[src/tasl_pkg.sv]
// ----------------------------------------------------------------------------
// tasl_pkg
// shared constants for the three-axis second-order low-pass filter
// ----------------------------------------------------------------------------
package tasl_pkg;

  // default sample width and coefficient fraction bits
  localparam int unsigned SAMPLE_WIDTH   = 16;
  localparam int unsigned COEF_FRAC_BITS = 16;

  // configuration port geometry
  localparam int unsigned CFG_IDX_W  = 8;
  localparam int unsigned CFG_DATA_W = 32;

  // configuration register indexes
  localparam logic [CFG_IDX_W-1:0] CFG_GAIN_B0     = CFG_IDX_W'(0);
  localparam logic [CFG_IDX_W-1:0] CFG_FEEDBACK_A1 = CFG_IDX_W'(1);
  localparam logic [CFG_IDX_W-1:0] CFG_FEEDBACK_A2 = CFG_IDX_W'(2);

endpackage

[src/tasl_lane.sv]
// ----------------------------------------------------------------------------
// tasl_lane
// one axis: multiply-accumulate, round, saturate and output history
// ----------------------------------------------------------------------------
module tasl_lane #(
  parameter int unsigned W = tasl_pkg::SAMPLE_WIDTH,
  parameter int unsigned F = tasl_pkg::COEF_FRAC_BITS
) (
  input  logic                clk_i,
  input  logic                rst_ni,
  input  logic                en_i,
  input  logic signed [W-1:0] x_i,
  input  logic        [F:0]   b0_i,
  input  logic        [F:0]   a1_i,
  input  logic        [F:0]   a2_i,
  output logic signed [W-1:0] y_o
);

  // sum of three products stays below 2^(W+F+2) in magnitude
  localparam int unsigned SW = W + F + 3;
  localparam int unsigned RW = SW - F;
  localparam logic signed [SW-1:0] HALF = SW'(64'd1 << (F - 1));
  localparam logic signed [RW-1:0] MAXV = RW'((64'd1 << (W - 1)) - 64'd1);
  localparam logic signed [RW-1:0] MINV = ~MAXV;

  logic signed [W-1:0]  y1_q, y2_q;
  logic signed [SW-1:0] pb, p1, p2, acc;
  logic signed [RW-1:0] rnd;

  always_comb begin
    pb  = $signed(SW'({1'b0, b0_i})) * SW'(x_i);
    p1  = $signed(SW'({1'b0, a1_i})) * SW'(y1_q);
    p2  = $signed(SW'({1'b0, a2_i})) * SW'(y2_q);
    acc = pb + p1 - p2 + HALF;
    rnd = $signed(acc[SW-1:F]);  // floor after adding one half
    if (rnd > MAXV) begin
      y_o = MAXV[W-1:0];
    end else if (rnd < MINV) begin
      y_o = MINV[W-1:0];
    end else begin
      y_o = rnd[W-1:0];
    end
  end

  always_ff @(posedge clk_i or negedge rst_ni) begin
    if (!rst_ni) begin
      y1_q <= '0;
      y2_q <= '0;
    end else if (en_i) begin
      y2_q <= y1_q;
      y1_q <= y_o;
    end
  end

endmodule

[config.mk]
export PLATFORM = sky130hd
export DESIGN_NAME = tasl_lane
export DESIGN_NICKNAME = d
export VERILOG_FILES = /design/src/tasl_pkg.sv /design/src/tasl_lane.sv
export SDC_FILE = /design/constraint.sdc
export NUM_CORES = 2
export LEC_CHECK = 0
export ABC_AREA = 1
export BUFFER_PORTS_ARGS = -buffer_cell sky130_fd_sc_hd__buf_2
export CAP_MARGIN = 10
export CORE_MARGIN = 5
export CORE_UTILIZATION = 60
export DETAILED_ROUTE_END_ITERATION = 6
export GPL_ROUTABILITY_DRIVEN = 0
export PLACE_DENSITY = 0.76
export SLEW_MARGIN = 5
export SYNTH_ARGS = -nofsm -noshare
export SYNTH_HDL_FRONTEND = slang
export SYNTH_SLANG_ARGS = --single-unit
[constraint.sdc]
create_clock -name clk_i -period 10.3 [get_ports clk_i]
set_input_delay 0.515 -clock clk_i [delete_from_list [all_inputs] [get_ports clk_i]]
set_output_delay 0.515 -clock clk_i [all_outputs]
set_load 0.005 [all_outputs]
==> reports/qor.log <==
qor: outcome.run_status finished clean
qor: die.die_outline_height 236.6 um
qor: placement.portBuffers 85
qor: setup_path.timing.critical_path.mode_cell sky130_fd_sc_hd__fa_1
qor: sta.period_share 88.68%
qor: setup_path.crit_path_start y2_q[15]$_DFFE_PN0P_
qor: logic_synthesis.syn-instance-count 3896
qor: logic_synthesis.post-synth-top-area-fraction 50.21%
qor: cells_and_area.area_growth_from_synthesis_to_layout 2.363%
qor: routing.total_number_of_vias 23.13k
qor: setup_path.worst_ep_arrival_time 8.62 ns
qor: routing.count_of_unresolved_drc_violations_after_routing 0
qor: sta.worst_slew_margin_rel 35.71%
qor: die.top_level_ports 86
qor: min_path.timing.hold.worst.class in2async
qor: sta.worst-slew-pin-transition 0.9643 ns
qor: die.core 0.05109 mm^2
qor: logic_synthesis.post_synth_num_cell_types 36
qor: grt.grt_pass1_vias 25.77k
qor: cells_and_area.layout.filler_cells 4502
qor: sta.timing.setup.tns 0 ns
qor: cts.post_cts_hold_buffer_count 0
qor: cts.cts_tree done
qor: cts.cts_repair_resize_count 0
qor: die.dieArea 0.05600 mm^2
qor: placement.place.detailed.instances 4470
qor: logic_synthesis.syn_area_per_cell 7.910 um^2
qor: cells_and_area.fin_area 0.03155 mm^2
qor: routing.drt-total-wl 76250 um
qor: sta.clock_skew 0.003652 ns
qor: setup_path.crit_path_max_fanout 18
qor: setup_path.cpPeakStageDelay 0.62 ns
qor: cts.post-cts-setup-buffers 0
qor: die.num_rows 83
qor: routing.first_pass_iters 6
qor: sta.finalSetupViolations 0
qor: grt.number_of_antenna_violations_at_the_first_check_in_global_routing 8
qor: routing.route.detailed.wl_per_inst 17.00 um
qor: sta.achievable-frequency 0.1095 GHz
qor: cts.insertion_delay 0.28 ns
qor: sta.tmin_final 9.134 ns
qor: setup_path.timing_worst_setup_path_type reg2out
qor: cells_and_area.finish.net_count 4933
qor: setup_path.endpoint_kind output port
qor: grt.gr-total-overflow 0
qor: sta.timing_max_transition_violations_final 0
qor: logic_synthesis.post_synth_instance_area 0.03082 mm^2
qor: setup_path.crit_path_top_delay_cell sky130_fd_sc_hd__fa_1
qor: grt.grt_first_pass_wirelength 129300 um
qor: cts.clkTransAtPathRegs 0.06 ns
qor: setup_path.cp_launch_type flip-flop
qor: grt.grt_max_degree 36
qor: grt.overall_routing_resource_usage 28.84%
qor: cts.cts.path.max_buffers 2
qor: sta.setup_repair_after_global_routing_missed_its_margin false
qor: cells_and_area.final_cells 4484
qor: logic_synthesis.ys_seq_area_share 2.598%
qor: die.dieWidth 236.6 um
qor: die.effective_utilization_at_floorplan 60.32%
qor: routing.via_per_inst 5.159
qor: logic_synthesis.netlist_top_cells_area sky130_fd_sc_hd__fa_1 50%, sky130_fd_sc_hd__inv_1 17%, sky130_fd_sc_hd__nand2_1 12%
qor: routing.detail_route.iter0.violations 1610
qor: setup_path.worstPathRequired 9.79 ns
qor: routing.drt.antenna.violating_nets 0
qor: setup_path.r2r_end y1_q[4]$_DFFE_PN0P_
qor: placement.detailed_place.area 0.03136 mm^2
qor: cells_and_area.final_layout_size_suffix_gt1_share 3.370%
qor: cts.h-tree-depth 2
qor: logic_synthesis.syn_nets 5032
qor: sta.hold_viol 0
qor: logic_synthesis.synthesis.yosys.warnings 0
qor: placement.dp_hpwl 65560 um
qor: setup_path.reg2regPathDepth 30
qor: cts.cts_root_buf sky130_fd_sc_hd__clkbuf_16
qor: logic_synthesis.synth.largest_area_cell sky130_fd_sc_hd__fa_1
qor: logic_synthesis.synth-seq-cells 32
qor: cts.clock_sink_count 32
qor: flow_run.max_cap_violation_count 0
qor: cts.numCtsBuffers 5
qor: setup_path.r2r_slack 1.82 ns
qor: setup_path.r2r-start y2_q[15]$_DFFE_PN0P_
qor: setup_path.end_of_the_critical_path y_o[4]
[worst min-delay path by stage]
stage | start | endpoint | slack, ns | cells after the start
floorplan | rst_ni | y1_q[0]$_DFFE_PN0P_ | 0.22 | 0
global placement | rst_ni | y1_q[12]$_DFFE_PN0P_ | 0.61 | 1
detailed placement | rst_ni | y1_q[12]$_DFFE_PN0P_ | 0.61 | 1
CTS | rst_ni | y1_q[12]$_DFFE_PN0P_ | 0.32 | 1
global route | rst_ni | y1_q[11]$_DFFE_PN0P_ | 0.36 | 1
finish | rst_ni | y1_q[11]$_DFFE_PN0P_ | 0.30 | 1
[cells in the final DEF (no fill, tap or decap), types with 2 or more instances in the layout]
master	instances
sky130_fd_sc_hd__dfrtp_1	32
sky130_fd_sc_hd__ha_1	293
sky130_fd_sc_hd__a31oi_1	3
sky130_fd_sc_hd__buf_2	85
sky130_fd_sc_hd__clkinv_1	2
sky130_fd_sc_hd__or2_2	11
sky130_fd_sc_hd__clkbuf_16	5
sky130_fd_sc_hd__a21o_1	3
sky130_fd_sc_hd__nand2_1	988
sky130_fd_sc_hd__fa_1	773
sky130_fd_sc_hd__nor3_1	7
sky130_fd_sc_hd__buf_4	2
sky130_fd_sc_hd__o21a_1	3
sky130_fd_sc_hd__a21oi_1	35
sky130_fd_sc_hd__o21ai_1	2
sky130_fd_sc_hd__o21bai_1	2
sky130_fd_sc_hd__diode_2	6
sky130_fd_sc_hd__o21ai_0	18
sky130_fd_sc_hd__nor2_1	85
sky130_fd_sc_hd__nand3_1	12
sky130_fd_sc_hd__inv_1	1385
sky130_fd_sc_hd__xor2_1	10
sky130_fd_sc_hd__nand3_2	2
sky130_fd_sc_hd__xnor2_1	10
sky130_fd_sc_hd__nand2_2	17
[layer usage]
metal / global-route usage, % / wire [um]
met5: 0 / 109
met4: 14.24 / 5139
met3: 3.098 / 5190
met2: 51.14 / 38840
met1: 35.22 / 26970
[synthesized netlist by cell type]
library cell                  n
sky130_fd_sc_hd__a211oi_1     1
sky130_fd_sc_hd__a21boi_0     1
sky130_fd_sc_hd__a21o_1       3
sky130_fd_sc_hd__a21oi_1     35
sky130_fd_sc_hd__a31oi_1      3
sky130_fd_sc_hd__buf_1        3
sky130_fd_sc_hd__buf_2        2
sky130_fd_sc_hd__buf_4        3
sky130_fd_sc_hd__buf_6        1
sky130_fd_sc_hd__clkbuf_1   184
sky130_fd_sc_hd__clkinv_1     2
sky130_fd_sc_hd__dfrtp_1     32
sky130_fd_sc_hd__fa_1       773
sky130_fd_sc_hd__ha_1       293
sky130_fd_sc_hd__inv_1     1385
sky130_fd_sc_hd__inv_2        1
sky130_fd_sc_hd__nand2_1    988
sky130_fd_sc_hd__nand2_2     17
sky130_fd_sc_hd__nand3_1     12
sky130_fd_sc_hd__nand3_2      2
sky130_fd_sc_hd__nand3b_1     1
sky130_fd_sc_hd__nand4_1      1
sky130_fd_sc_hd__nor2_1      85
sky130_fd_sc_hd__nor2_2       1
sky130_fd_sc_hd__nor3_1       7
sky130_fd_sc_hd__nor3b_1      1
sky130_fd_sc_hd__nor4_1       1
sky130_fd_sc_hd__o21a_1       3
sky130_fd_sc_hd__o21ai_0     18
sky130_fd_sc_hd__o21ai_1      2
sky130_fd_sc_hd__o21bai_1     2
sky130_fd_sc_hd__o21bai_4     1
sky130_fd_sc_hd__or2_1        1
sky130_fd_sc_hd__or2_2       11
sky130_fd_sc_hd__xnor2_1     10
sky130_fd_sc_hd__xor2_1      10
[state kept, by name (all words and copies together) (netlist names)]
register	count
y2_q	16
y1_q	16
[critical path, delay by kind of cell (launching register included)]
family | cells | cell delay, ns
AO/OA/AOI/OAI | 1 | 0.45
AND/OR/NAND/NOR | 12 | 1.83
adder cells (fa/ha/maj) | 10 | 4.75
flip-flops | 1 | 0.41
buffers and inverters | 6 | 0.90
[final cells by class]
cell class	count	area [um^2]	share of cell area, %
sequential	32	800.8	2.538
tap	680	850.8	2.697
clock buffer	5	125.1	0.3966
multi-input combinational	2283	24060	76.27
antenna	6	15.01	0.04759
inverter	1388	5210	16.52
clock inverter	3	42.54	0.1349
timing repair buffer	87	440.4	1.396
[stage by stage]
| step | worst slack, ns | hold slack [ns] | utilization [%] |
|---|---|---|---|
| final | 1.166 | 0.2999 | 61.74 |
| after global routing | 0.7638 | 0.3560 | 61.73 |
| after CTS | 1.279 | 0.3165 | 61.71 |
| after detailed placement | 1.599 | 0.6135 | 61.38 |
| after global placement | 1.736 | 0.6086 | 61.38 |
| after floorplan | 2.323 | 0.2194 | - |
[cell families (layout without fill, tap and decap cells)]
family	Yosys count	in the layout	share of synthesized area (%)
DFF	32	32	2.598
other	0	6	0
xor gates and xnor gates	20	20	0.5684
buffers and inverters	1581	1483	19.33
and+or+nand+nor	1128	1128	14.14
adders and majority gates	1066	1066	62.11
AOI/OAI and AO/OA	69	69	1.259
Power is left out: the tool's default activity adds up to more than one toggle a clock period on the data nets, which glitch-free logic cannot reach.
