==> src/tasl_pkg.sv <==
// ----------------------------------------------------------------------------
// tasl_pkg
// shared constants for the three-axis second-order low-pass filter
// ----------------------------------------------------------------------------
package tasl_pkg;

  // default sample width and coefficient fraction bits
  localparam int unsigned SAMPLE_WIDTH   = 16;
  localparam int unsigned COEF_FRAC_BITS = 16;

  // configuration port geometry
  localparam int unsigned CFG_IDX_W  = 8;
  localparam int unsigned CFG_DATA_W = 32;

  // configuration register indexes
  localparam logic [CFG_IDX_W-1:0] CFG_GAIN_B0     = CFG_IDX_W'(0);
  localparam logic [CFG_IDX_W-1:0] CFG_FEEDBACK_A1 = CFG_IDX_W'(1);
  localparam logic [CFG_IDX_W-1:0] CFG_FEEDBACK_A2 = CFG_IDX_W'(2);

endpackage

==> src/tasl_if.sv <==


interface tasl_cfg_if;
  logic                                valid;
  logic                                ready;
  logic [tasl_pkg::CFG_IDX_W-1:0]      index;
  logic [tasl_pkg::CFG_DATA_W-1:0]     data;

  modport source (output valid, output index, output data, input ready);
  modport sink   (input valid, input index, input data, output ready);
endinterface

==> src/tasl_cfg.sv <==
// ----------------------------------------------------------------------------
// tasl_cfg
// coefficient register file written through the configuration channel
// ----------------------------------------------------------------------------
module tasl_cfg #(
  parameter int unsigned F = tasl_pkg::COEF_FRAC_BITS
) (
  input  logic         clk_i,
  input  logic         rst_ni,
  tasl_cfg_if.sink     cfg_i,
  output logic [F:0]   b0_o,
  output logic [F:0]   a1_o,
  output logic [F:0]   a2_o
);

  logic [F:0] b0_q, a1_q, a2_q;
  logic [F:0] wdata;

  assign cfg_i.ready = 1'b1;
  assign wdata       = cfg_i.data[F:0];  // wide writes keep the low bits

  always_ff @(posedge clk_i or negedge rst_ni) begin
    if (!rst_ni) begin
      b0_q <= (F+1)'(1) << F;  // unity gain
      a1_q <= '0;
      a2_q <= '0;
    end else if (cfg_i.valid) begin
      case (cfg_i.index)
        tasl_pkg::CFG_GAIN_B0:     b0_q <= wdata;
        tasl_pkg::CFG_FEEDBACK_A1: a1_q <= wdata;
        tasl_pkg::CFG_FEEDBACK_A2: a2_q <= wdata;
        default: ;  // unknown index, ignored
      endcase
    end
  end

  assign b0_o = b0_q;
  assign a1_o = a1_q;
  assign a2_o = a2_q;

endmodule

==> src/flat_wrapper.sv <==
// flat-port wrapper written by rule: the top's interface ports become plain ports
module tasl_cfg_flat 
#(
  parameter int unsigned F = tasl_pkg::COEF_FRAC_BITS
)
  (clk_i, rst_ni, b0_o, a1_o, a2_o, cfg_i_valid, cfg_i_index, cfg_i_data, cfg_i_ready);
  tasl_cfg_if cfg_i_i ();
  input  logic clk_i;
  input  logic rst_ni;
  output logic [F:0] b0_o;
  output logic [F:0] a1_o;
  output logic [F:0] a2_o;
  input wire logic [$bits(cfg_i_i.valid)-1:0] cfg_i_valid;
  input wire logic [$bits(cfg_i_i.index)-1:0] cfg_i_index;
  input wire logic [$bits(cfg_i_i.data)-1:0] cfg_i_data;
  output wire logic [$bits(cfg_i_i.ready)-1:0] cfg_i_ready;
  assign cfg_i_i.valid = cfg_i_valid;
  assign cfg_i_i.index = cfg_i_index;
  assign cfg_i_i.data = cfg_i_data;
  assign cfg_i_ready = cfg_i_i.ready;
  tasl_cfg #(.F(F)) u_core (.clk_i(clk_i), .rst_ni(rst_ni), .cfg_i(cfg_i_i), .b0_o(b0_o), .a1_o(a1_o), .a2_o(a2_o));
endmodule
==> config.mk <==
export PLATFORM = sky130hd
export DESIGN_NAME = tasl_cfg_flat
export DESIGN_NICKNAME = d
export VERILOG_FILES = /design/src/tasl_pkg.sv /design/src/tasl_if.sv /design/src/tasl_cfg.sv /design/src/flat_wrapper.sv
export SDC_FILE = /design/constraint.sdc
export NUM_CORES = 1
export LEC_CHECK = 0
export BUFFER_PORTS_ARGS = -buffer_cell sky130_fd_sc_hd__buf_2
export CORE_UTILIZATION = 46
export CTS_CLUSTER_DIAMETER = 100
export DETAILED_ROUTE_END_ITERATION = 16
export MAX_ROUTING_LAYER = met4
export PLACE_DENSITY = 0.83
export REMOVE_ABC_BUFFERS = 1
export SETUP_SLACK_MARGIN = 0.05
export SLEW_MARGIN = 20
export SYNTH_ARGS = -nofsm -noshare
export SYNTH_HDL_FRONTEND = slang
export SYNTH_SLANG_ARGS = --single-unit
==> constraint.sdc <==
create_clock -name clk_i -period 0.8 [get_ports clk_i]
set_input_delay 0.04 -clock clk_i [delete_from_list [all_inputs] [get_ports clk_i]]
set_output_delay 0.04 -clock clk_i [all_outputs]
set_load 0.005 [all_outputs]
==> flow_summary_export.csv, run 1 <==
group,metric,value,unit
detailed_routing,drt_iter0_markers,97,
setup_path,worst-setup-path-type,"in -> reg",
detailed_routing,route.detailed.vias_per_inst,5.13,
detailed_routing,post-route-drc-count,0,
timing,timing.hold.ws,-0.00876,ns
die,ioPinCount,95,
clock_tree,tritoncts,"yes",
run_status,status,"finished, violations left",
detailed_routing,vias,1333,
die,die-area,4670,µm²
die,floorplan.initialDensity,49.2,%
clock_tree,cts.hold.buffers_added,2,
place,detailedPlacementHpwl,2730,µm
power,power_density,1820,nW/µm²
place,detailed_place.area,2520,µm²
timing,final_min_period_over_clock_period,193,%
logic_synthesis,synth-async-reset-ratio,100,%
detailed_routing,postRouteAntennaNets,0,
global_routing,grt_start_max_net_pins,52,
setup_path,worst-path-max-fanout,9,
clock_tree,cts_root_buffer,"clkbuf_8",
layout,finish.utilization,69.1,%
global_routing,grt_overflow,0,
power,vdd.ir_drop.worst,1170,µV
setup_path,critical_path.endpoint_type,"register",
clock_tree,cts_buffer_depth,2,
clock_tree,clk-insertion-delay-late,0.31,ns
logic_synthesis,synth-seq-area-share,63.1,%
die,core.rowCount,23,
global_routing,first_pass_grt_wire_length,6280,µm
setup_path,cp_data_arrival_time,1.73,ns
layout,num-nets-final,252,
die,die_width,68.4,µm
layout,post-route-cell-area,2840,µm²
global_routing,antenna_found_initial,0,
flow_run,timing.max_cap.violations,0,
setup_path,cp_data_required_time,0.99,ns
die,die-height,68.4,µm
global_routing,first_global_vias,1289,
clock_tree,htree_num_levels,2,
layout,num-fill-cells,279,
timing,finalClockSkew,0,ns
logic_synthesis,yosys-top-cells-area,"dfrtp_1 (62%), mux2_2 (23%), mux2_4 (7.4%)",
layout,layout-area-overhead-vs-synth,40.3,%
power,totalPowerFinal,5.18,mW
logic_synthesis,netlist_instances,114,
logic_synthesis,synth_cell_area,2030,µm²
timing,max_freq,648,MHz
global_routing,track_usage,20.0,%
logic_synthesis,synth.ff_latch_count,51,
logic_synthesis,synth_edf_count,0,
timing,setup-violations-final,102,
die,placeableCoreArea,4120,µm²
detailed_routing,wire_per_inst,17.7,µm
logic_synthesis,yosys.cell_types.count,15,
run_status,failed_checks,"hold timing, setup timing",
logic_synthesis,synth_top_cell_area_share,61.8,%
setup_path,critPathLaunchType,"input port",
logic_synthesis,ys.flop_type,"dfrtp_1",
logic_synthesis,synth_commonest_cells,"dfrtp_1 (50), mux2_2 (41), mux2_4 (10), buf_4 (2)",
layout,n_antenna_cell,0,
logic_synthesis,synth_area_leader_cell,"dfrtp_1",
logic_synthesis,yosys.cell_count.top_type,"dfrtp_1",
timing,report.final.slew_viol_count,0,
timing,setup_repair_after_global_routing_missed_its_margin,"yes",
layout,drive_gt1_share,74.3,%
power,power.leakage,1.61,nW
detailed_routing,drtPass1Iterations,4,
detailed_routing,postRouteWirelength,4600,µm
logic_synthesis,ys_warn_count,0,
min_path,timing.hold.worst.class,"in -> reg",
logic_synthesis,postSynthAreaPerCell,17.8,µm²
clock_tree,cts.clk_slew.worst_paths,0.09,ns
place,buffer_ports.inserted,78,
timing,timing.final.ws_setup,-0.743,ns
clock_tree,clkSinkCount,51,
timing,finalHoldViolations,22,
place,pre_cts_slack,-1.04,ns
clock_tree,cts_made_buffers,5,
place,gpl.final_weighted_congestion,0.641,
timing,period_minus_slack,1.54,ns
==> power breakdown <==
| group | internal, mW | switching, mW |
|---|---|---|
| sequential | 2.70 | 0.0647 |
| clock | 1.03 | 0.873 |
| combinational | 0.303 | 0.215 |
| total | 4.03 | 1.15 |
==> per-stage QoR <==
step / std cells / setup TNS [ns]
3_5_place_dp: 244 / -51.44
4_1_cts: 255 / -38.21
3_3_place_gp: 244 / -51.23
6_report: 260 / -39.07
2_1_floorplan: 109 / -50.59
5_1_grt: 260 / -41.52
==> worst max-delay path, stage by stage <==
cell and delay [ns]:
buf_6 0.09, or4b_4 0.58, or4_4 0.69, mux2_4 0.34
==> state kept, by name, summed over array words and instances (netlist names) <==
register	cells
u_core.b0_o	17
u_core.a2_o	17
u_core.a1_o	17
==> cell usage in the layout, fill, tap and decap left out, drive strengths merged <==
| master | synthesis | final |
|---|---|---|
| or4 | 1 | 2 |
| conb | 1 | 1 |
| buf | 5 | 88 |
| dfstp | 1 | 1 |
| or4b | 1 | 1 |
| nor4b | 1 | 1 |
| dfrtp | 50 | 50 |
| dlygate4sd3 | 0 | 2 |
| bufinv | 0 | 1 |
| or3 | 1 | 1 |
| nor4 | 1 | 1 |
| clkbuf | 0 | 8 |
| mux2 | 51 | 51 |
| inv | 1 | 2 |
==> cells by family after synthesis <==
group	after synthesis	share of synthesized area, %
multiplexers	51	30.2
flip-flops	51	63.1
buffers and inverters	6	2.72
AND/OR/NAND/NOR	5	3.83
other	1	0.185
==> area by class of cell <==
| class | instances | area, µm² | area share (%) |
|---|---|---|---|
| clock inverter | 2 | 38.8 | 1.36 |
| inverter | 1 | 3.75 | 0.132 |
| sequential | 51 | 1280 | 44.9 |
| timing repair buffer | 92 | 591 | 20.8 |
| clock buffer | 6 | 82.6 | 2.90 |
| multi-input combinational | 58 | 787 | 27.7 |
| tap | 50 | 62.6 | 2.20 |
==> path summary, 6_finish.rpt <==
path | end | cells after the start | from | slack (ns)
worst min-delay path | u_core.b0_o[11]$_DFFE_PN0P_ | 2 | cfg_i_data[11] | -0.009
max in group asynchronous | u_core.b0_o[16]$_DFFE_PN1P_ | 3 | rst_ni | 0.26
worst max register to register | u_core.a2_o[7]$_DFFE_PN0P_ | 2 | u_core.a2_o[7]$_DFFE_PN0P_ | -0.06
worst min register to register | u_core.a1_o[2]$_DFFE_PN0P_ | 1 | u_core.a1_o[2]$_DFFE_PN0P_ | 0.51
worst max-delay path | u_core.a2_o[2]$_DFFE_PN0P_ | 4 | cfg_i_index[6] | -0.74
min in group asynchronous | u_core.a2_o[5]$_DFFE_PN0P_ | 3 | rst_ni | 0.25
==> timing repair <==
item                       in CTS  in global routing
buffers inserted                0                  3
gates resized for setup        13                 14
cloned                          1                  2
setup endpoints to repair     102                102
hold endpoints to repair       94                 32
pin swaps                       2                  1
==> routing by layer <==
metal / vias to the layer above / global-route usage (%) / wire (µm)
met3: 9 / 4.50 / 262
met1: 670 / 23.5 / 2090
li1: 595 / - / -
met5: - / - / 0
met2: 59 / 31.9 / 2160
met4: 0 / 10.2 / 97
Power figures use the tool's default switching activity.
==> run 2: changes to the inputs <==
--- a/config.mk
+++ b/config.mk
@@ -6,11 +6,12 @@
 export NUM_CORES = 1
 export LEC_CHECK = 0
 export BUFFER_PORTS_ARGS = -buffer_cell sky130_fd_sc_hd__buf_2
-export CORE_UTILIZATION = 46
+export CORE_MARGIN = 2
+export CORE_UTILIZATION = 44
 export CTS_CLUSTER_DIAMETER = 100
 export DETAILED_ROUTE_END_ITERATION = 16
 export MAX_ROUTING_LAYER = met4
-export PLACE_DENSITY = 0.83
+export PLACE_DENSITY = 0.8
 export REMOVE_ABC_BUFFERS = 1
 export SETUP_SLACK_MARGIN = 0.05
 export SLEW_MARGIN = 20
==> run 2 against run 1 <==
Compared with the run above: hold slack better by 0.0062 ns; sequential power hardly changed; the flow still finishes with violations (hold timing, setup timing); setup slack better by 0.017 ns; largest power group unchanged; critical path depth stayed put; largest cell class unchanged; global-route usage is 1.5 points lower; critical endpoint is now u_core.a2_o[4]$_DFFE_PN0P_; clock skew stayed put.
==> flow_summary_export.csv, run 2 (synthesized netlist as in run 1, its figures left out) <==
group,metric,value,unit
global_routing,track_usage,18.5,%
clock_tree,clkSinkCount,51,
die,die-height,71.9,µm
timing,final_min_period_over_clock_period,191,%
setup_path,critical_path_top_delay_cell,"or4_4",
detailed_routing,wire_per_inst,17.2,µm
timing,report.final.slew_viol_count,0,
clock_tree,cts.hold.buffers_added,1,
die,die_width,71.9,µm
setup_path,critical_path.endpoint_type,"register",
setup_path,worst-setup-path-type,"in -> reg",
detailed_routing,drt_iter0_markers,46,
place,buffer_ports.inserted,78,
timing,period_minus_slack,1.53,ns
timing,setup_total_negative_slack,-37.63,ns
timing,timing.final.ws_setup,-0.726,ns
power,power.leakage,1.58,nW
timing,timing.hold.ws,-0.00261,ns
layout,layout_commonest_cell,"buf_2",
timing,finalHoldViolations,2,
global_routing,antenna_found_initial,0,
die,core.rowCount,24,
timing,setup-violations-final,102,
layout,drive_gt1_share,73.8,%
place,detailedPlacementHpwl,2890,µm
detailed_routing,postRouteWirelength,4440,µm
layout,num-nets-final,248,
clock_tree,cts_made_buffers,5,
clock_tree,cts_root_buffer,"clkbuf_8",
global_routing,grt_start_max_net_pins,52,
global_routing,grt_overflow,0,
setup_path,critical-path-max-stage-delay,0.68,ns
power,vdd.ir_drop.worst,994,µV
run_status,status,"finished, violations left",
global_routing,first_global_vias,1322,
clock_tree,cts.clk_slew.worst_paths,0.09,ns
die,floorplan.initialDensity,46.2,%
die,ioPinCount,95,
detailed_routing,post-route-drc-count,0,
power,totalPowerFinal,4.72,mW
layout,layout_common_cells,"buf_2 (77), dfrtp_1 (50), mux2_4 (37), mux2_2 (14)",
die,placeableCoreArea,4380,µm²
clock_tree,tritoncts,"yes",
flow_run,timing.max_cap.violations,0,
clock_tree,clk-insertion-delay-late,0.30,ns
die,die-area,5160,µm²
run_status,failed_checks,"hold timing, setup timing",
setup_path,cp_data_arrival_time,1.71,ns
clock_tree,cts_buffer_depth,2,
power,power_density,1710,nW/µm²
detailed_routing,drtPass1Iterations,3,
timing,finalClockSkew,0,ns
setup_path,worst-path-max-fanout,17,
detailed_routing,route.detailed.vias_per_inst,5.04,
layout,n_antenna_cell,0,
setup_path,critPathLaunchType,"input port",
global_routing,first_pass_grt_wire_length,6920,µm
timing,max_freq,655,MHz
detailed_routing,vias,1301,
layout,layout-area-overhead-vs-synth,36.6,%
timing,setup_repair_after_global_routing_missed_its_margin,"yes",
min_path,timing.hold.worst.class,"in -> reg",
detailed_routing,postRouteAntennaNets,0,
setup_path,cp_data_required_time,0.98,ns
setup_path,crit_chain,"buf_6, or4b_4, or4_4, mux2_4",
place,gpl.final_weighted_congestion,0.679,
clock_tree,htree_num_levels,2,
run 2: cell types whose count changed in the layout (fill, tap and decap cells not counted), sizes merged:
cell | previous run | this run
inv | 2 | 1
or4 | 2 | 1
dlygate4sd3 | 2 | 1
clkbuf | 8 | 7
bufinv | 1 | 0
clkinv | 0 | 2
buf | 88 | 87
run 2: repair_timing:
item | in CTS | in global routing
resized for setup | 25 | 7
setup endpoints to repair | 102 | 102
endpoints found under the hold margin | 79 | 14
pin swaps | 0 | 0
setup buffers | 0 | 1
cloned | 0 | 1
run 2: path summary, 6_finish.rpt:
kind	slack, ns	to	depth (start not counted)	start
setup / recovery	-0.73	u_core.a2_o[4]$_DFFE_PN0P_	4	cfg_i_index[6]
hold / removal	-0.003	u_core.b0_o[15]$_DFFE_PN0P_	2	cfg_i_data[15]
setup reg to reg	0	u_core.a1_o[6]$_DFFE_PN0P_	1	u_core.a1_o[6]$_DFFE_PN0P_
hold reg to reg	0.51	u_core.a2_o[15]$_DFFE_PN0P_	1	u_core.a2_o[15]$_DFFE_PN0P_
max in group asynchronous	0.26	u_core.b0_o[16]$_DFFE_PN1P_	3	rst_ni
min in group asynchronous	0.27	u_core.a2_o[2]$_DFFE_PN0P_	3	rst_ni
run 2: routing by layer:
| metal | global-route usage (%) | wire [µm] | vias to the layer above |
|---|---|---|---|
| li1 | - | - | 583 |
| met1 | 24.4 | 1940 | 657 |
| met3 | 4.64 | 292 | 5 |
| met5 | - | 0 | - |
| met4 | 5.66 | 53 | 0 |
| met2 | 28.3 | 2150 | 56 |
run 2: where the power goes:
group | switching [mW] | total, mW | internal [mW] | leakage (nW)
sequential | 0.0682 | 2.77 | 2.70 | 0.700
combinational | 0.206 | 0.507 | 0.301 | 0.833
clock | 0.828 | 1.45 | 0.619 | 0.0452
total | 1.10 | 4.72 | 3.62 | 1.58
run 2: final cells by class:
type / count / area, µm²
Clock buffer: 6 / 72.6
Clock inverter: 2 / 13.8
Tap cell: 52 / 65.1
Fill cell: 342 / 1620
Timing Repair Buffer: 89 / 539
Sequential cell: 51 / 1280
Inverter: 1 / 3.75
Multi-Input combinational cell: 57 / 795
run 2: critical path, delay by kind of cell:
| family | cells | cell delay [ns] |
|---|---|---|
| buffers and inverters | 1 | 0.09 |
| multiplexers | 1 | 0.36 |
| AND/OR/NAND/NOR | 2 | 1.22 |
run 2: per-stage QoR:
stage	hold WS, ns	instance area, µm²	utilization, %	worst slack (ns)	cells
after floorplan	-0.256	1970	-	-1.06	109
after global placement	0.0502	2510	57.4	-1.01	247
after detailed placement	0.0488	2510	57.4	-1.05	247
after CTS	-0.0130	2710	61.8	-0.721	256
after global routing	-0.00630	2770	63.1	-0.747	258
final	-0.00261	2770	63.1	-0.726	258
